$ cat src/rtl/eul3_pkg.sv
`default_nettype none

package eul3_pkg;

    localparam int FRAC_BITS_DEF  = 16;
    localparam int STATE_BITS_DEF = 48;
    localparam int COUNT_BITS_DEF = 16;

    localparam int MUL_CHUNK = 16;

    localparam int X_W       = 32;
    localparam int IDX_W     = 16;
    localparam int Y_W       = 32;
    localparam int STEP_W    = 17;
    localparam int COEF_W    = 24;
    localparam int POLE_W    = 23;
    localparam int CFG_W     = 24;
    localparam int CFG_IDX_W = 3;
    localparam int UPC_W     = 5;

    localparam logic [STEP_W-1:0] STEP_RST = 17'd3277;
    localparam logic [COEF_W-1:0] GAIN_RST = 24'd196608;
    localparam logic [COEF_W-1:0] A1_RST   = 24'd327680;
    localparam logic [COEF_W-1:0] A2_RST   = 24'd196608;
    localparam logic [POLE_W-1:0] B1_RST   = 23'd196608;
    localparam logic [POLE_W-1:0] B2_RST   = 23'd131072;

    typedef enum logic [CFG_IDX_W-1:0] {
        REG_STEP_SIZE  = 3'd0,
        REG_GAIN       = 3'd1,
        REG_ZERO_A_ONE = 3'd2,
        REG_ZERO_A_TWO = 3'd3,
        REG_POLE_B_ONE = 3'd4,
        REG_POLE_B_TWO = 3'd5
    } cfg_sel_t;

    typedef enum logic [3:0] {
        SRC_X  = 4'd0,
        SRC_H  = 4'd1,
        SRC_K  = 4'd2,
        SRC_A1 = 4'd3,
        SRC_A2 = 4'd4,
        SRC_B1 = 4'd5,
        SRC_B2 = 4'd6,
        SRC_Z1 = 4'd7,
        SRC_Z2 = 4'd8,
        SRC_Z3 = 4'd9,
        SRC_T  = 4'd10,
        SRC_U  = 4'd11,
        SRC_Y  = 4'd12,
        SRC_N  = 4'd13
    } src_t;

    typedef enum logic [2:0] {
        OP_NOP    = 3'd0,
        OP_ADD    = 3'd1,
        OP_SUB    = 3'd2,
        OP_MUL    = 3'd3,
        OP_DIV    = 3'd4,
        OP_SAT32  = 3'd5,
        OP_SGNSAT = 3'd6
    } op_t;

    typedef enum logic [1:0] {
        JC_NONE   = 2'd0,
        JC_ALWAYS = 2'd1,
        JC_POS    = 2'd2
    } cond_t;

    typedef struct packed {
        op_t              op;
        src_t             dst;
        src_t             sa;
        src_t             sb;
        cond_t            cond;
        logic [UPC_W-1:0] target;
        logic             last;
    } uword_t;

    function automatic uword_t mk(input op_t op, input src_t d, input src_t a, input src_t b,
                                  input cond_t c, input logic [UPC_W-1:0] t, input logic l);
        uword_t w;
        w.op     = op;
        w.dst    = d;
        w.sa     = a;
        w.sb     = b;
        w.cond   = c;
        w.target = t;
        w.last   = l;
        return w;
    endfunction

    // one tick: output y, then e1, e2 and the numerator, den, quotient, state update
    function automatic uword_t ucode(input logic [UPC_W-1:0] pc);
        uword_t w;
        case (pc)
            5'd0:    w = mk(OP_SUB,    SRC_T,  SRC_A1, SRC_A2, JC_NONE,   5'd0,  1'b0);
            5'd1:    w = mk(OP_MUL,    SRC_U,  SRC_K,  SRC_T,  JC_NONE,   5'd0,  1'b0);
            5'd2:    w = mk(OP_MUL,    SRC_T,  SRC_A1, SRC_A2, JC_NONE,   5'd0,  1'b0);
            5'd3:    w = mk(OP_MUL,    SRC_T,  SRC_T,  SRC_K,  JC_NONE,   5'd0,  1'b0);
            5'd4:    w = mk(OP_MUL,    SRC_Y,  SRC_K,  SRC_Z1, JC_NONE,   5'd0,  1'b0);
            5'd5:    w = mk(OP_MUL,    SRC_U,  SRC_U,  SRC_Z2, JC_NONE,   5'd0,  1'b0);
            5'd6:    w = mk(OP_ADD,    SRC_Y,  SRC_Y,  SRC_U,  JC_NONE,   5'd0,  1'b0);
            5'd7:    w = mk(OP_MUL,    SRC_T,  SRC_T,  SRC_Z3, JC_NONE,   5'd0,  1'b0);
            5'd8:    w = mk(OP_SUB,    SRC_Y,  SRC_Y,  SRC_T,  JC_NONE,   5'd0,  1'b0);
            5'd9:    w = mk(OP_SAT32,  SRC_Y,  SRC_Y,  SRC_Y,  JC_NONE,   5'd0,  1'b0);
            5'd10:   w = mk(OP_ADD,    SRC_T,  SRC_B1, SRC_B1, JC_NONE,   5'd0,  1'b0);
            5'd11:   w = mk(OP_ADD,    SRC_T,  SRC_T,  SRC_B2, JC_NONE,   5'd0,  1'b0);
            5'd12:   w = mk(OP_SUB,    SRC_N,  SRC_X,  SRC_Z1, JC_NONE,   5'd0,  1'b0);
            5'd13:   w = mk(OP_MUL,    SRC_T,  SRC_T,  SRC_Z2, JC_NONE,   5'd0,  1'b0);
            5'd14:   w = mk(OP_SUB,    SRC_N,  SRC_N,  SRC_T,  JC_NONE,   5'd0,  1'b0);
            5'd15:   w = mk(OP_MUL,    SRC_T,  SRC_B1, SRC_B2, JC_NONE,   5'd0,  1'b0);
            5'd16:   w = mk(OP_ADD,    SRC_T,  SRC_T,  SRC_T,  JC_NONE,   5'd0,  1'b0);
            5'd17:   w = mk(OP_MUL,    SRC_U,  SRC_B1, SRC_B1, JC_NONE,   5'd0,  1'b0);
            5'd18:   w = mk(OP_ADD,    SRC_T,  SRC_T,  SRC_U,  JC_NONE,   5'd0,  1'b0);
            5'd19:   w = mk(OP_MUL,    SRC_T,  SRC_T,  SRC_Z3, JC_NONE,   5'd0,  1'b0);
            5'd20:   w = mk(OP_SUB,    SRC_N,  SRC_N,  SRC_T,  JC_NONE,   5'd0,  1'b0);
            5'd21:   w = mk(OP_MUL,    SRC_T,  SRC_B2, SRC_B1, JC_NONE,   5'd0,  1'b0);
            5'd22:   w = mk(OP_MUL,    SRC_T,  SRC_T,  SRC_B1, JC_NONE,   5'd0,  1'b0);
            5'd23:   w = mk(OP_NOP,    SRC_T,  SRC_T,  SRC_T,  JC_POS,    5'd25, 1'b0);
            5'd24:   w = mk(OP_SGNSAT, SRC_N,  SRC_N,  SRC_N,  JC_ALWAYS, 5'd26, 1'b0);
            5'd25:   w = mk(OP_DIV,    SRC_N,  SRC_N,  SRC_T,  JC_NONE,   5'd0,  1'b0);
            5'd26:   w = mk(OP_MUL,    SRC_T,  SRC_H,  SRC_Z2, JC_NONE,   5'd0,  1'b0);
            5'd27:   w = mk(OP_ADD,    SRC_Z1, SRC_Z1, SRC_T,  JC_NONE,   5'd0,  1'b0);
            5'd28:   w = mk(OP_MUL,    SRC_T,  SRC_H,  SRC_Z3, JC_NONE,   5'd0,  1'b0);
            5'd29:   w = mk(OP_ADD,    SRC_Z2, SRC_Z2, SRC_T,  JC_NONE,   5'd0,  1'b0);
            5'd30:   w = mk(OP_MUL,    SRC_T,  SRC_H,  SRC_N,  JC_NONE,   5'd0,  1'b0);
            5'd31:   w = mk(OP_ADD,    SRC_Z3, SRC_Z3, SRC_T,  JC_NONE,   5'd0,  1'b1);
            default: w = mk(OP_NOP,    SRC_T,  SRC_T,  SRC_T,  JC_NONE,   5'd0,  1'b1);
        endcase
        return w;
    endfunction

endpackage

`default_nettype wire

$ cat src/rtl/euler_third_order_system_step.sv
`default_nettype none

// Third-order plant stepped by forward Euler in signed fixed point. Each input beat is one
// tick: the drive sample on s_tdata, the restart flag on s_tuser (clears the states and the
// tick count before the tick). Each tick gives one output beat with the tick number, the plant
// output taken from the states before the update, and a flag set when any value clipped.
// A 32-step microprogram drives one 16-bit-sliced multiplier and a one-bit-per-cycle divider;
// the divider is skipped when the denominator b2*b1*b1 is zero. s_tready is high only
// between ticks; a waiting result sits in the output register, and the next tick is accepted
// and computed but waits in its done step until that register is free. The user must write
// the configuration registers through cfg_we/cfg_index/cfg_data only between ticks; the
// block itself does not enforce this.
module euler_third_order_system_step #(
    parameter int FRAC_BITS  = eul3_pkg::FRAC_BITS_DEF,
    parameter int STATE_BITS = eul3_pkg::STATE_BITS_DEF,
    parameter int COUNT_BITS = eul3_pkg::COUNT_BITS_DEF
) (
    input  logic                                       clk,
    input  logic                                       rst_n,
    input  logic                                       s_tvalid,
    output logic                                       s_tready,
    input  logic [eul3_pkg::X_W-1:0]                   s_tdata,   // drive_sample
    input  logic                                       s_tuser,   // restart
    output logic                                       m_tvalid,
    input  logic                                       m_tready,
    output logic [eul3_pkg::IDX_W+eul3_pkg::Y_W-1:0]   m_tdata,   // step_index, plant_output
    output logic                                       m_tuser,   // saturated
    input  logic                                       cfg_we,
    input  logic [eul3_pkg::CFG_IDX_W-1:0]             cfg_index,
    input  logic [eul3_pkg::CFG_W-1:0]                 cfg_data
);

    import eul3_pkg::*;

    localparam int SB  = STATE_BITS;
    localparam int NCH = (SB + MUL_CHUNK - 1) / MUL_CHUNK;
    localparam int BW  = NCH * MUL_CHUNK;
    localparam int PW  = SB + BW;
    localparam int DW  = SB + FRAC_BITS;
    localparam int MCW = $clog2(NCH + 1);
    localparam int DCW = $clog2(DW + 1);

    localparam logic signed [SB-1:0] SMAX  = {1'b0, {(SB-1){1'b1}}};
    localparam logic signed [SB-1:0] SMIN  = {1'b1, {(SB-1){1'b0}}};
    localparam logic signed [SB-1:0] Y_MAX = SB'(64'(2**(Y_W-1) - 1));
    localparam logic signed [SB-1:0] Y_MIN = ~Y_MAX;

    typedef enum logic [6:0] {
        ST_IDLE   = 7'b0000001,
        ST_FETCH  = 7'b0000010,
        ST_MUL    = 7'b0000100,
        ST_MULFIN = 7'b0001000,
        ST_DIV    = 7'b0010000,
        ST_DIVFIN = 7'b0100000,
        ST_DONE   = 7'b1000000
    } state_t;

    state_t state_reg, state_next;
    logic [UPC_W-1:0] pc_reg, pc_next;

    logic [STEP_W-1:0]        step_size_reg, step_size_next;
    logic signed [COEF_W-1:0] gain_reg, gain_next;
    logic signed [COEF_W-1:0] a1_reg, a1_next;
    logic signed [COEF_W-1:0] a2_reg, a2_next;
    logic [POLE_W-1:0]        b1_reg, b1_next;
    logic [POLE_W-1:0]        b2_reg, b2_next;

    logic signed [SB-1:0] z1_reg, z1_next;
    logic signed [SB-1:0] z2_reg, z2_next;
    logic signed [SB-1:0] z3_reg, z3_next;
    logic signed [SB-1:0] t_reg, t_next;
    logic signed [SB-1:0] u_reg, u_next;
    logic signed [SB-1:0] y_reg, y_next;
    logic signed [SB-1:0] n_reg, n_next;
    logic signed [X_W-1:0] x_reg, x_next;
    logic [COUNT_BITS-1:0] count_reg, count_next;
    logic                  clip_reg, clip_next;

    logic [SB-1:0]  amag_reg, amag_next;
    logic [BW-1:0]  bmag_reg, bmag_next;
    logic           neg_reg, neg_next;
    logic [PW-1:0]  acc_reg, acc_next;
    logic [MCW-1:0] cnt_reg, cnt_next;

    logic [SB-1:0]  rem_reg, rem_next;
    logic [DW-1:0]  dq_reg, dq_next;
    logic [SB-1:0]  den_reg, den_next;
    logic [DCW-1:0] dcnt_reg, dcnt_next;

    logic             m_tvalid_reg, m_tvalid_next;
    logic [IDX_W-1:0] out_idx_reg, out_idx_next;
    logic [Y_W-1:0]   out_y_reg, out_y_next;
    logic             out_sat_reg, out_sat_next;

    uword_t uw;
    logic signed [SB-1:0] opa, opb;
    logic [SB-1:0] opa_mag, opb_mag;
    logic signed [SB-1:0] x_ext, h_ext, k_ext, a1_ext, a2_ext, b1_ext, b2_ext;

    logic signed [SB:0]   sum_w, diff_w;
    logic signed [SB-1:0] alu_res;
    logic                 alu_clip;

    logic [SB+MUL_CHUNK-1:0] pp;
    logic signed [PW:0]      prod_s, prod_sh;
    logic                    mul_fit;
    logic signed [SB-1:0]    mul_res;

    logic [SB:0]          trial, trial_sub;
    logic                 ge;
    logic                 q_hi_nz;
    logic signed [SB-1:0] div_res;
    logic                 div_clip;

    logic             jump_take;
    logic [UPC_W-1:0] pc_adv;
    state_t           st_adv;
    logic             wr_en;
    logic signed [SB-1:0] wr_val;
    logic [IDX_W+COUNT_BITS-1:0] idx_wide;

    assign uw = ucode(pc_reg);

    assign x_ext  = SB'(x_reg);
    assign h_ext  = SB'(step_size_reg);
    assign k_ext  = SB'(gain_reg);
    assign a1_ext = SB'(a1_reg);
    assign a2_ext = SB'(a2_reg);
    assign b1_ext = SB'(b1_reg);
    assign b2_ext = SB'(b2_reg);

    always_comb
    begin
        case (uw.sa)
            SRC_X:   opa = x_ext;
            SRC_H:   opa = h_ext;
            SRC_K:   opa = k_ext;
            SRC_A1:  opa = a1_ext;
            SRC_A2:  opa = a2_ext;
            SRC_B1:  opa = b1_ext;
            SRC_B2:  opa = b2_ext;
            SRC_Z1:  opa = z1_reg;
            SRC_Z2:  opa = z2_reg;
            SRC_Z3:  opa = z3_reg;
            SRC_T:   opa = t_reg;
            SRC_U:   opa = u_reg;
            SRC_Y:   opa = y_reg;
            SRC_N:   opa = n_reg;
            default: opa = '0;
        endcase
    end

    always_comb
    begin
        case (uw.sb)
            SRC_X:   opb = x_ext;
            SRC_H:   opb = h_ext;
            SRC_K:   opb = k_ext;
            SRC_A1:  opb = a1_ext;
            SRC_A2:  opb = a2_ext;
            SRC_B1:  opb = b1_ext;
            SRC_B2:  opb = b2_ext;
            SRC_Z1:  opb = z1_reg;
            SRC_Z2:  opb = z2_reg;
            SRC_Z3:  opb = z3_reg;
            SRC_T:   opb = t_reg;
            SRC_U:   opb = u_reg;
            SRC_Y:   opb = y_reg;
            SRC_N:   opb = n_reg;
            default: opb = '0;
        endcase
    end

    assign opa_mag = opa[SB-1] ? (~opa + 1'b1) : opa;
    assign opb_mag = opb[SB-1] ? (~opb + 1'b1) : opb;

    // saturating alu
    assign sum_w  = {opa[SB-1], opa} + {opb[SB-1], opb};
    assign diff_w = {opa[SB-1], opa} - {opb[SB-1], opb};

    always_comb
    begin
        alu_res  = opa;
        alu_clip = 1'b0;
        case (uw.op)
            OP_ADD:
            begin
                if (sum_w[SB] != sum_w[SB-1])
                begin
                    alu_clip = 1'b1;
                    alu_res  = sum_w[SB] ? SMIN : SMAX;
                end
                else
                begin
                    alu_res = sum_w[SB-1:0];
                end
            end
            OP_SUB:
            begin
                if (diff_w[SB] != diff_w[SB-1])
                begin
                    alu_clip = 1'b1;
                    alu_res  = diff_w[SB] ? SMIN : SMAX;
                end
                else
                begin
                    alu_res = diff_w[SB-1:0];
                end
            end
            OP_SAT32:
            begin
                if (!((&opa[SB-1:Y_W-1]) || !(|opa[SB-1:Y_W-1])))
                begin
                    alu_clip = 1'b1;
                    alu_res  = opa[SB-1] ? Y_MIN : Y_MAX;
                end
            end
            OP_SGNSAT:
            begin
                if (opa[SB-1])
                begin
                    alu_clip = 1'b1;
                    alu_res  = SMIN;
                end
                else if (opa != '0)
                begin
                    alu_clip = 1'b1;
                    alu_res  = SMAX;
                end
            end
            default:
            begin
                alu_res  = opa;
                alu_clip = 1'b0;
            end
        endcase
    end

    // multiplier, top slice of b first
    assign pp      = amag_reg * bmag_reg[BW-1 -: MUL_CHUNK];
    assign prod_s  = neg_reg ? -$signed({1'b0, acc_reg}) : $signed({1'b0, acc_reg});
    assign prod_sh = prod_s >>> FRAC_BITS;
    assign mul_fit = (&prod_sh[PW:SB-1]) || !(|prod_sh[PW:SB-1]);
    assign mul_res = mul_fit ? prod_sh[SB-1:0] : (prod_sh[PW] ? SMIN : SMAX);

    // restoring divider
    assign trial     = {rem_reg, dq_reg[DW-1]};
    assign trial_sub = trial - {1'b0, den_reg};
    assign ge        = trial >= {1'b0, den_reg};
    assign q_hi_nz   = |dq_reg[DW-1:SB];

    always_comb
    begin
        if (neg_reg)
        begin
            div_clip = q_hi_nz || (dq_reg[SB-1] && (|dq_reg[SB-2:0]));
            div_res  = div_clip ? SMIN : (~dq_reg[SB-1:0] + 1'b1);
        end
        else
        begin
            div_clip = q_hi_nz || dq_reg[SB-1];
            div_res  = div_clip ? SMAX : dq_reg[SB-1:0];
        end
    end

    // sequencing
    assign jump_take = (uw.cond == JC_ALWAYS) ||
                       ((uw.cond == JC_POS) && !opa[SB-1] && (opa != '0));
    assign pc_adv    = jump_take ? uw.target : (pc_reg + 1'b1);
    assign st_adv    = uw.last ? ST_DONE : ST_FETCH;

    assign idx_wide  = {{IDX_W{1'b0}}, count_reg};

    always_comb
    begin
        state_next     = state_reg;
        pc_next        = pc_reg;
        step_size_next = step_size_reg;
        gain_next      = gain_reg;
        a1_next        = a1_reg;
        a2_next        = a2_reg;
        b1_next        = b1_reg;
        b2_next        = b2_reg;
        z1_next        = z1_reg;
        z2_next        = z2_reg;
        z3_next        = z3_reg;
        t_next         = t_reg;
        u_next         = u_reg;
        y_next         = y_reg;
        n_next         = n_reg;
        x_next         = x_reg;
        count_next     = count_reg;
        clip_next      = clip_reg;
        amag_next      = amag_reg;
        bmag_next      = bmag_reg;
        neg_next       = neg_reg;
        acc_next       = acc_reg;
        cnt_next       = cnt_reg;
        rem_next       = rem_reg;
        dq_next        = dq_reg;
        den_next       = den_reg;
        dcnt_next      = dcnt_reg;
        m_tvalid_next  = m_tvalid_reg;
        out_idx_next   = out_idx_reg;
        out_y_next     = out_y_reg;
        out_sat_next   = out_sat_reg;
        wr_en          = 1'b0;
        wr_val         = alu_res;

        if (cfg_we)
        begin
            case (cfg_index)
                REG_STEP_SIZE:  step_size_next = cfg_data[STEP_W-1:0];
                REG_GAIN:       gain_next      = cfg_data[COEF_W-1:0];
                REG_ZERO_A_ONE: a1_next        = cfg_data[COEF_W-1:0];
                REG_ZERO_A_TWO: a2_next        = cfg_data[COEF_W-1:0];
                REG_POLE_B_ONE: b1_next        = cfg_data[POLE_W-1:0];
                REG_POLE_B_TWO: b2_next        = cfg_data[POLE_W-1:0];
                default:        ;
            endcase
        end

        if (m_tvalid_reg && m_tready)
        begin
            m_tvalid_next = 1'b0;
        end

        case (state_reg)
            ST_IDLE:
            begin
                if (s_tvalid)
                begin
                    x_next     = s_tdata;
                    clip_next  = 1'b0;
                    pc_next    = '0;
                    state_next = ST_FETCH;
                    if (s_tuser)
                    begin
                        z1_next    = '0;
                        z2_next    = '0;
                        z3_next    = '0;
                        count_next = COUNT_BITS'(1);
                    end
                    else
                    begin
                        count_next = count_reg + 1'b1;
                    end
                end
            end
            ST_FETCH:
            begin
                case (uw.op)
                    OP_MUL:
                    begin
                        amag_next  = opa_mag;
                        bmag_next  = BW'(opb_mag);
                        neg_next   = opa[SB-1] ^ opb[SB-1];
                        acc_next   = '0;
                        cnt_next   = MCW'(NCH);
                        state_next = ST_MUL;
                    end
                    OP_DIV:
                    begin
                        neg_next   = opa[SB-1];
                        dq_next    = {opa_mag, {FRAC_BITS{1'b0}}};
                        den_next   = opb;
                        rem_next   = '0;
                        dcnt_next  = DCW'(DW);
                        state_next = ST_DIV;
                    end
                    default:
                    begin
                        wr_en      = (uw.op != OP_NOP);
                        wr_val     = alu_res;
                        clip_next  = clip_reg | alu_clip;
                        pc_next    = pc_adv;
                        state_next = st_adv;
                    end
                endcase
            end
            ST_MUL:
            begin
                acc_next  = (acc_reg << MUL_CHUNK) + PW'(pp);
                bmag_next = bmag_reg << MUL_CHUNK;
                cnt_next  = cnt_reg - 1'b1;
                if (cnt_reg == MCW'(1))
                begin
                    state_next = ST_MULFIN;
                end
            end
            ST_MULFIN:
            begin
                wr_en      = 1'b1;
                wr_val     = mul_res;
                clip_next  = clip_reg | !mul_fit;
                pc_next    = pc_adv;
                state_next = st_adv;
            end
            ST_DIV:
            begin
                rem_next  = ge ? trial_sub[SB-1:0] : trial[SB-1:0];
                dq_next   = {dq_reg[DW-2:0], ge};
                dcnt_next = dcnt_reg - 1'b1;
                if (dcnt_reg == DCW'(1))
                begin
                    state_next = ST_DIVFIN;
                end
            end
            ST_DIVFIN:
            begin
                wr_en      = 1'b1;
                wr_val     = div_res;
                clip_next  = clip_reg | div_clip;
                pc_next    = pc_adv;
                state_next = st_adv;
            end
            ST_DONE:
            begin
                if (!m_tvalid_reg || m_tready)
                begin
                    m_tvalid_next = 1'b1;
                    out_idx_next  = idx_wide[IDX_W-1:0];
                    out_y_next    = y_reg[Y_W-1:0];
                    out_sat_next  = clip_reg;
                    state_next    = ST_IDLE;
                end
            end
            default:
            begin
                state_next = ST_IDLE;
            end
        endcase

        if (wr_en)
        begin
            case (uw.dst)
                SRC_Z1:  z1_next = wr_val;
                SRC_Z2:  z2_next = wr_val;
                SRC_Z3:  z3_next = wr_val;
                SRC_T:   t_next  = wr_val;
                SRC_U:   u_next  = wr_val;
                SRC_Y:   y_next  = wr_val;
                SRC_N:   n_next  = wr_val;
                default: ;
            endcase
        end
    end

    always_ff @(posedge clk or negedge rst_n)
    begin
        if (!rst_n)
        begin
            state_reg     <= ST_IDLE;
            pc_reg        <= '0;
            step_size_reg <= STEP_RST;
            gain_reg      <= GAIN_RST;
            a1_reg        <= A1_RST;
            a2_reg        <= A2_RST;
            b1_reg        <= B1_RST;
            b2_reg        <= B2_RST;
            z1_reg        <= '0;
            z2_reg        <= '0;
            z3_reg        <= '0;
            count_reg     <= '0;
            cnt_reg       <= '0;
            dcnt_reg      <= '0;
            m_tvalid_reg  <= 1'b0;
        end
        else
        begin
            state_reg     <= state_next;
            pc_reg        <= pc_next;
            step_size_reg <= step_size_next;
            gain_reg      <= gain_next;
            a1_reg        <= a1_next;
            a2_reg        <= a2_next;
            b1_reg        <= b1_next;
            b2_reg        <= b2_next;
            z1_reg        <= z1_next;
            z2_reg        <= z2_next;
            z3_reg        <= z3_next;
            count_reg     <= count_next;
            cnt_reg       <= cnt_next;
            dcnt_reg      <= dcnt_next;
            m_tvalid_reg  <= m_tvalid_next;
        end
    end

    always_ff @(posedge clk)
    begin
        t_reg       <= t_next;
        u_reg       <= u_next;
        y_reg       <= y_next;
        n_reg       <= n_next;
        x_reg       <= x_next;
        clip_reg    <= clip_next;
        amag_reg    <= amag_next;
        bmag_reg    <= bmag_next;
        neg_reg     <= neg_next;
        acc_reg     <= acc_next;
        rem_reg     <= rem_next;
        dq_reg      <= dq_next;
        den_reg     <= den_next;
        out_idx_reg <= out_idx_next;
        out_y_reg   <= out_y_next;
        out_sat_reg <= out_sat_next;
    end

    assign s_tready = (state_reg == ST_IDLE);
    assign m_tvalid = m_tvalid_reg;
    assign m_tdata  = {out_y_reg, out_idx_reg};
    assign m_tuser  = out_sat_reg;

`ifndef SYNTH
    a_div_den_pos: assert property (@(posedge clk) disable iff (!rst_n)
        (state_reg == ST_FETCH && uw.op == OP_DIV) |-> (!opb[SB-1] && opb != '0))
        else $error("divider started with a non-positive divisor");

    a_out_from_done: assert property (@(posedge clk) disable iff (!rst_n)
        $rose(m_tvalid_reg) |-> $past(state_reg == ST_DONE))
        else $error("result beat raised outside the done step");

    a_accept_starts: assert property (@(posedge clk) disable iff (!rst_n)
        (s_tvalid && s_tready) |=> (state_reg == ST_FETCH && pc_reg == '0))
        else $error("accepted beat did not start the microprogram");

    a_mul_count: assert property (@(posedge clk) disable iff (!rst_n)
        (state_reg == ST_MULFIN) |-> (cnt_reg == '0))
        else $error("multiplier finished with slices left");
`endif

endmodule

`default_nettype wire

$ cat config.mk
export PLATFORM = sky130hd
export DESIGN_NAME = euler_third_order_system_step
export DESIGN_NICKNAME = d
export VERILOG_FILES = /design/src/rtl/eul3_pkg.sv /design/src/rtl/euler_third_order_system_step.sv
export SDC_FILE = /design/constraint.sdc
export NUM_CORES = 2
export LEC_CHECK = 0
export BUFFER_PORTS_ARGS = -buffer_cell sky130_fd_sc_hd__buf_4
export CELL_PAD_IN_SITES_DETAIL_PLACEMENT = 1
export CELL_PAD_IN_SITES_GLOBAL_PLACEMENT = 2
export CORE_MARGIN = 2
export CORE_UTILIZATION = 45
export DETAILED_ROUTE_END_ITERATION = 10
export GPL_TIMING_DRIVEN = 0
export PLACE_DENSITY_LB_ADDON = 0.1
export SETUP_SLACK_MARGIN = 0.5
export SYNTH_ARGS = -nofsm -noshare
export SYNTH_HDL_FRONTEND = slang
export SYNTH_SLANG_ARGS = --single-unit
$ cat constraint.sdc
create_clock -name clk -period 15.8 [get_ports clk]
set_input_delay 0.79 -clock clk [delete_from_list [all_inputs] [get_ports clk]]
set_output_delay 0.79 -clock clk [all_outputs]
set_load 0.02 [all_outputs]
==> flow_summary.yaml <==
clock_network:
  cts_buffers: 111
  clk_pin_slew_ns: 0.06
  clock-sinks: 944
  cts_tree: "done"
  clockBufferDepth: 3
  cts_root_buffer: "clkbuf_16"
  h-tree-depth: 3
  clock_latency_ns: 0.84
  post-cts-setup-buffers: 0
status:
  violations: "design-rule violations, max-capacitance violations, max-slew violations"
  status: "complete, but fails checks"
place:
  place.gp.congestion: 1.08
  dp.cells: 12200
  hpwl_um: 381000
  port_buffers: 115
synthesis:
  synth_top_area_cell: "edfxtp_1"
  yosys_warnings: 0
  synth_area_um2: 86300
  synth_edf_count: 627
  synthTopCellsByCount: "nand2_1, inv_1, fa_1"
  synthMostInstantiatedCell: "nand2_1"
  async_flop_share_pct: 33.6
  synth-main-ff-cell: "edfxtp_1"
  syn_inst: 9441
  syn_nets: 10500
  avgSynthCellArea_um2: 9.14
  ys_seq_area_share_pct: 31.0
  synth.area.top_cells: "edfxtp_1, fa_1, dfrtp_1"
  ys_seq_elements: 944
  synth.distinct_cells: 123
  synthDominantCellAreaShare_pct: 21.8
sta:
  clock_skew_ns: 0.0763
  slew_violations: 325
  fin_crit_sh_pct: 98.8
  period_needed_ns: 15.61
  rsz0062_at_grt: "false"
  finalSetupViolCount: 0
  hold_viol: 0
  relSlewSlack_pct: -18.4
  worst_slew_pin_slew_ns: 1.78
  max_freq_mhz: 64.1
route:
  wl_per_cell_um: 39.3
  drc: 3
  ant_nets: 0
  routed_wl_um: 488000
  detail_route.vias_per_cell: 6.85
  first_iter_violations: 12800
  vias: 84900
  dr.pass1.iters: 11
worst_hold_path:
  holdPathStages: 1
  hp-class: "input pin to register"
  hp-start: "s_tdata[6]"
global_route:
  grt.overflow.total: 0
  grt_usage_pct: 48.9
  antenna_found_initial: 49
  grt_pass1_vias: 85300
  grt_max_degree: 110
  grt_pass1_wl_um: 673000
setup_path:
  cp-startpoint: "pc_reg[1]"
  rr_worst_depth: 31
  crit_path_end_kind: "register"
  cpMaxStageDelayCell: "buf_1"
  crit-reg2reg-launch: "pc_reg[1]"
  cp_max_fo: 10
  crit_required_ns: 16.19
  slowest_delay_ns: 1.25
  crit_top_cell: "clkbuf_1"
  crit_arrival_ns: 16.00
  startpoint_type: "register"
  path_class: "register to register"
layout:
  final_cells: 12400
  syn2layout_area_growth_pct: 11.2
  final_nets: 10800
  drive_gt1_share_pct: 8.69
  largest_register_ffs: 96
die:
  rows: 160
  start_util_pct: 45.3
  die_h_um: 442
  core_um2: 190000
  die_w_um: 442
  io-pin-count: 116
  die_area_um2: 195000
job:
  cap_viol_max_count: 36
==> metrics by stage <==
stage               TNS [ns]  area (um2)  hold slack [ns]  util (%)  worst slack (ns)
detailed placement         0       91900            0.467      48.3             0.896
floorplan                  0       86300            0.428         -              7.81
global placement     -183.02       90300            0.476      47.4             -1.84
finish                     0       95900            0.132      50.4             0.194
global route               0       95900            0.149      50.4             0.428
CTS                        0       95700            0.120      50.3             0.820
==> metal layers <==
layer  GRT usage, %  wire, um  vias to the layer above  part of all wire (%)
met4           30.9     38000                       30                   7.8
li1               -         -                    33400                     -
met2           69.1    198000                     6264                    41
met3           20.7     71300                     1717                    15
met5          0.684       603                        -                  0.12
met1           61.4    180000                    43500                    37
==> cells in the final DEF (no fill, tap or decap), types with 270 or more instances in the layout <==
cell type | netlist | final
inv_1 | 1107 | 1105
clkbuf_1 | 448 | 448
o21ai_0 | 466 | 466
ha_1 | 317 | 317
fa_1 | 693 | 693
nor2_1 | 658 | 649
edfxtp_1 | 627 | 627
and2_1 | 270 | 270
dfrtp_1 | 300 | 300
a21oi_1 | 424 | 422
nand2_1 | 1149 | 1147
==> what timing repair did <==
| item | 4_1_cts | 5_1_grt |
|---|---|---|
| hold buffers | 1 | 0 |
| gates resized for setup | 0 | 0 |
| hold endpoints to repair | 44 | 0 |
==> path summary, 6_finish.rpt <==
check | endpoint | slack (ns)
max | n_reg[13] | 0.19
min | x_reg[6] | 0.13
max reg2reg | n_reg[13] | 0.19
min reg2reg | out_idx_reg[15] | 0.48
max in group asynchronous | z1_reg[42] | 14.01
min in group asynchronous | gain_reg[3] | 0.46
==> logic make-up after synthesis <==
| logic type | Yosys count | synth area share [%] |
|---|---|---|
| buf+inv | 1692 | 7.64 |
| simple gates | 2963 | 16.1 |
| compound gates | 2182 | 17.2 |
| fa+ha+maj | 1011 | 20.7 |
| flops | 944 | 31.0 |
| mux | 280 | 3.67 |
| xor+xnor | 369 | 3.75 |
==> cell type report <==
| class | count | area (um2) |
|---|---|---|
| fillers | 21700 | 94400 |
| repair buffers | 209 | 2200 |
| plain buffers | 577 | 2430 |
| clock buffers | 142 | 3000 |
| multi-input cells | 6805 | 53300 |
| well taps | 2511 | 3140 |
| inverters | 1115 | 4190 |
| flip-flops and latches | 944 | 26800 |
| diodes | 37 | 92.6 |
| clock inverters | 68 | 806 |
==> critical path: cells and delay by family, from the launching register on <==
| kind | cells | cell delay [ns] |
|---|---|---|
| AND/OR/NAND/NOR | 5 | 1.51 |
| AO/OA/AOI/OAI | 12 | 5.45 |
| flip-flops | 1 | 0.59 |
| buffers and inverters | 10 | 6.04 |
| adder cells (fa/ha/maj) | 2 | 0.75 |
| multiplexers | 2 | 0.73 |
Power is left out: the tool's default activity adds up to more than one toggle a clock period on the data nets, which glitch-free logic cannot reach.
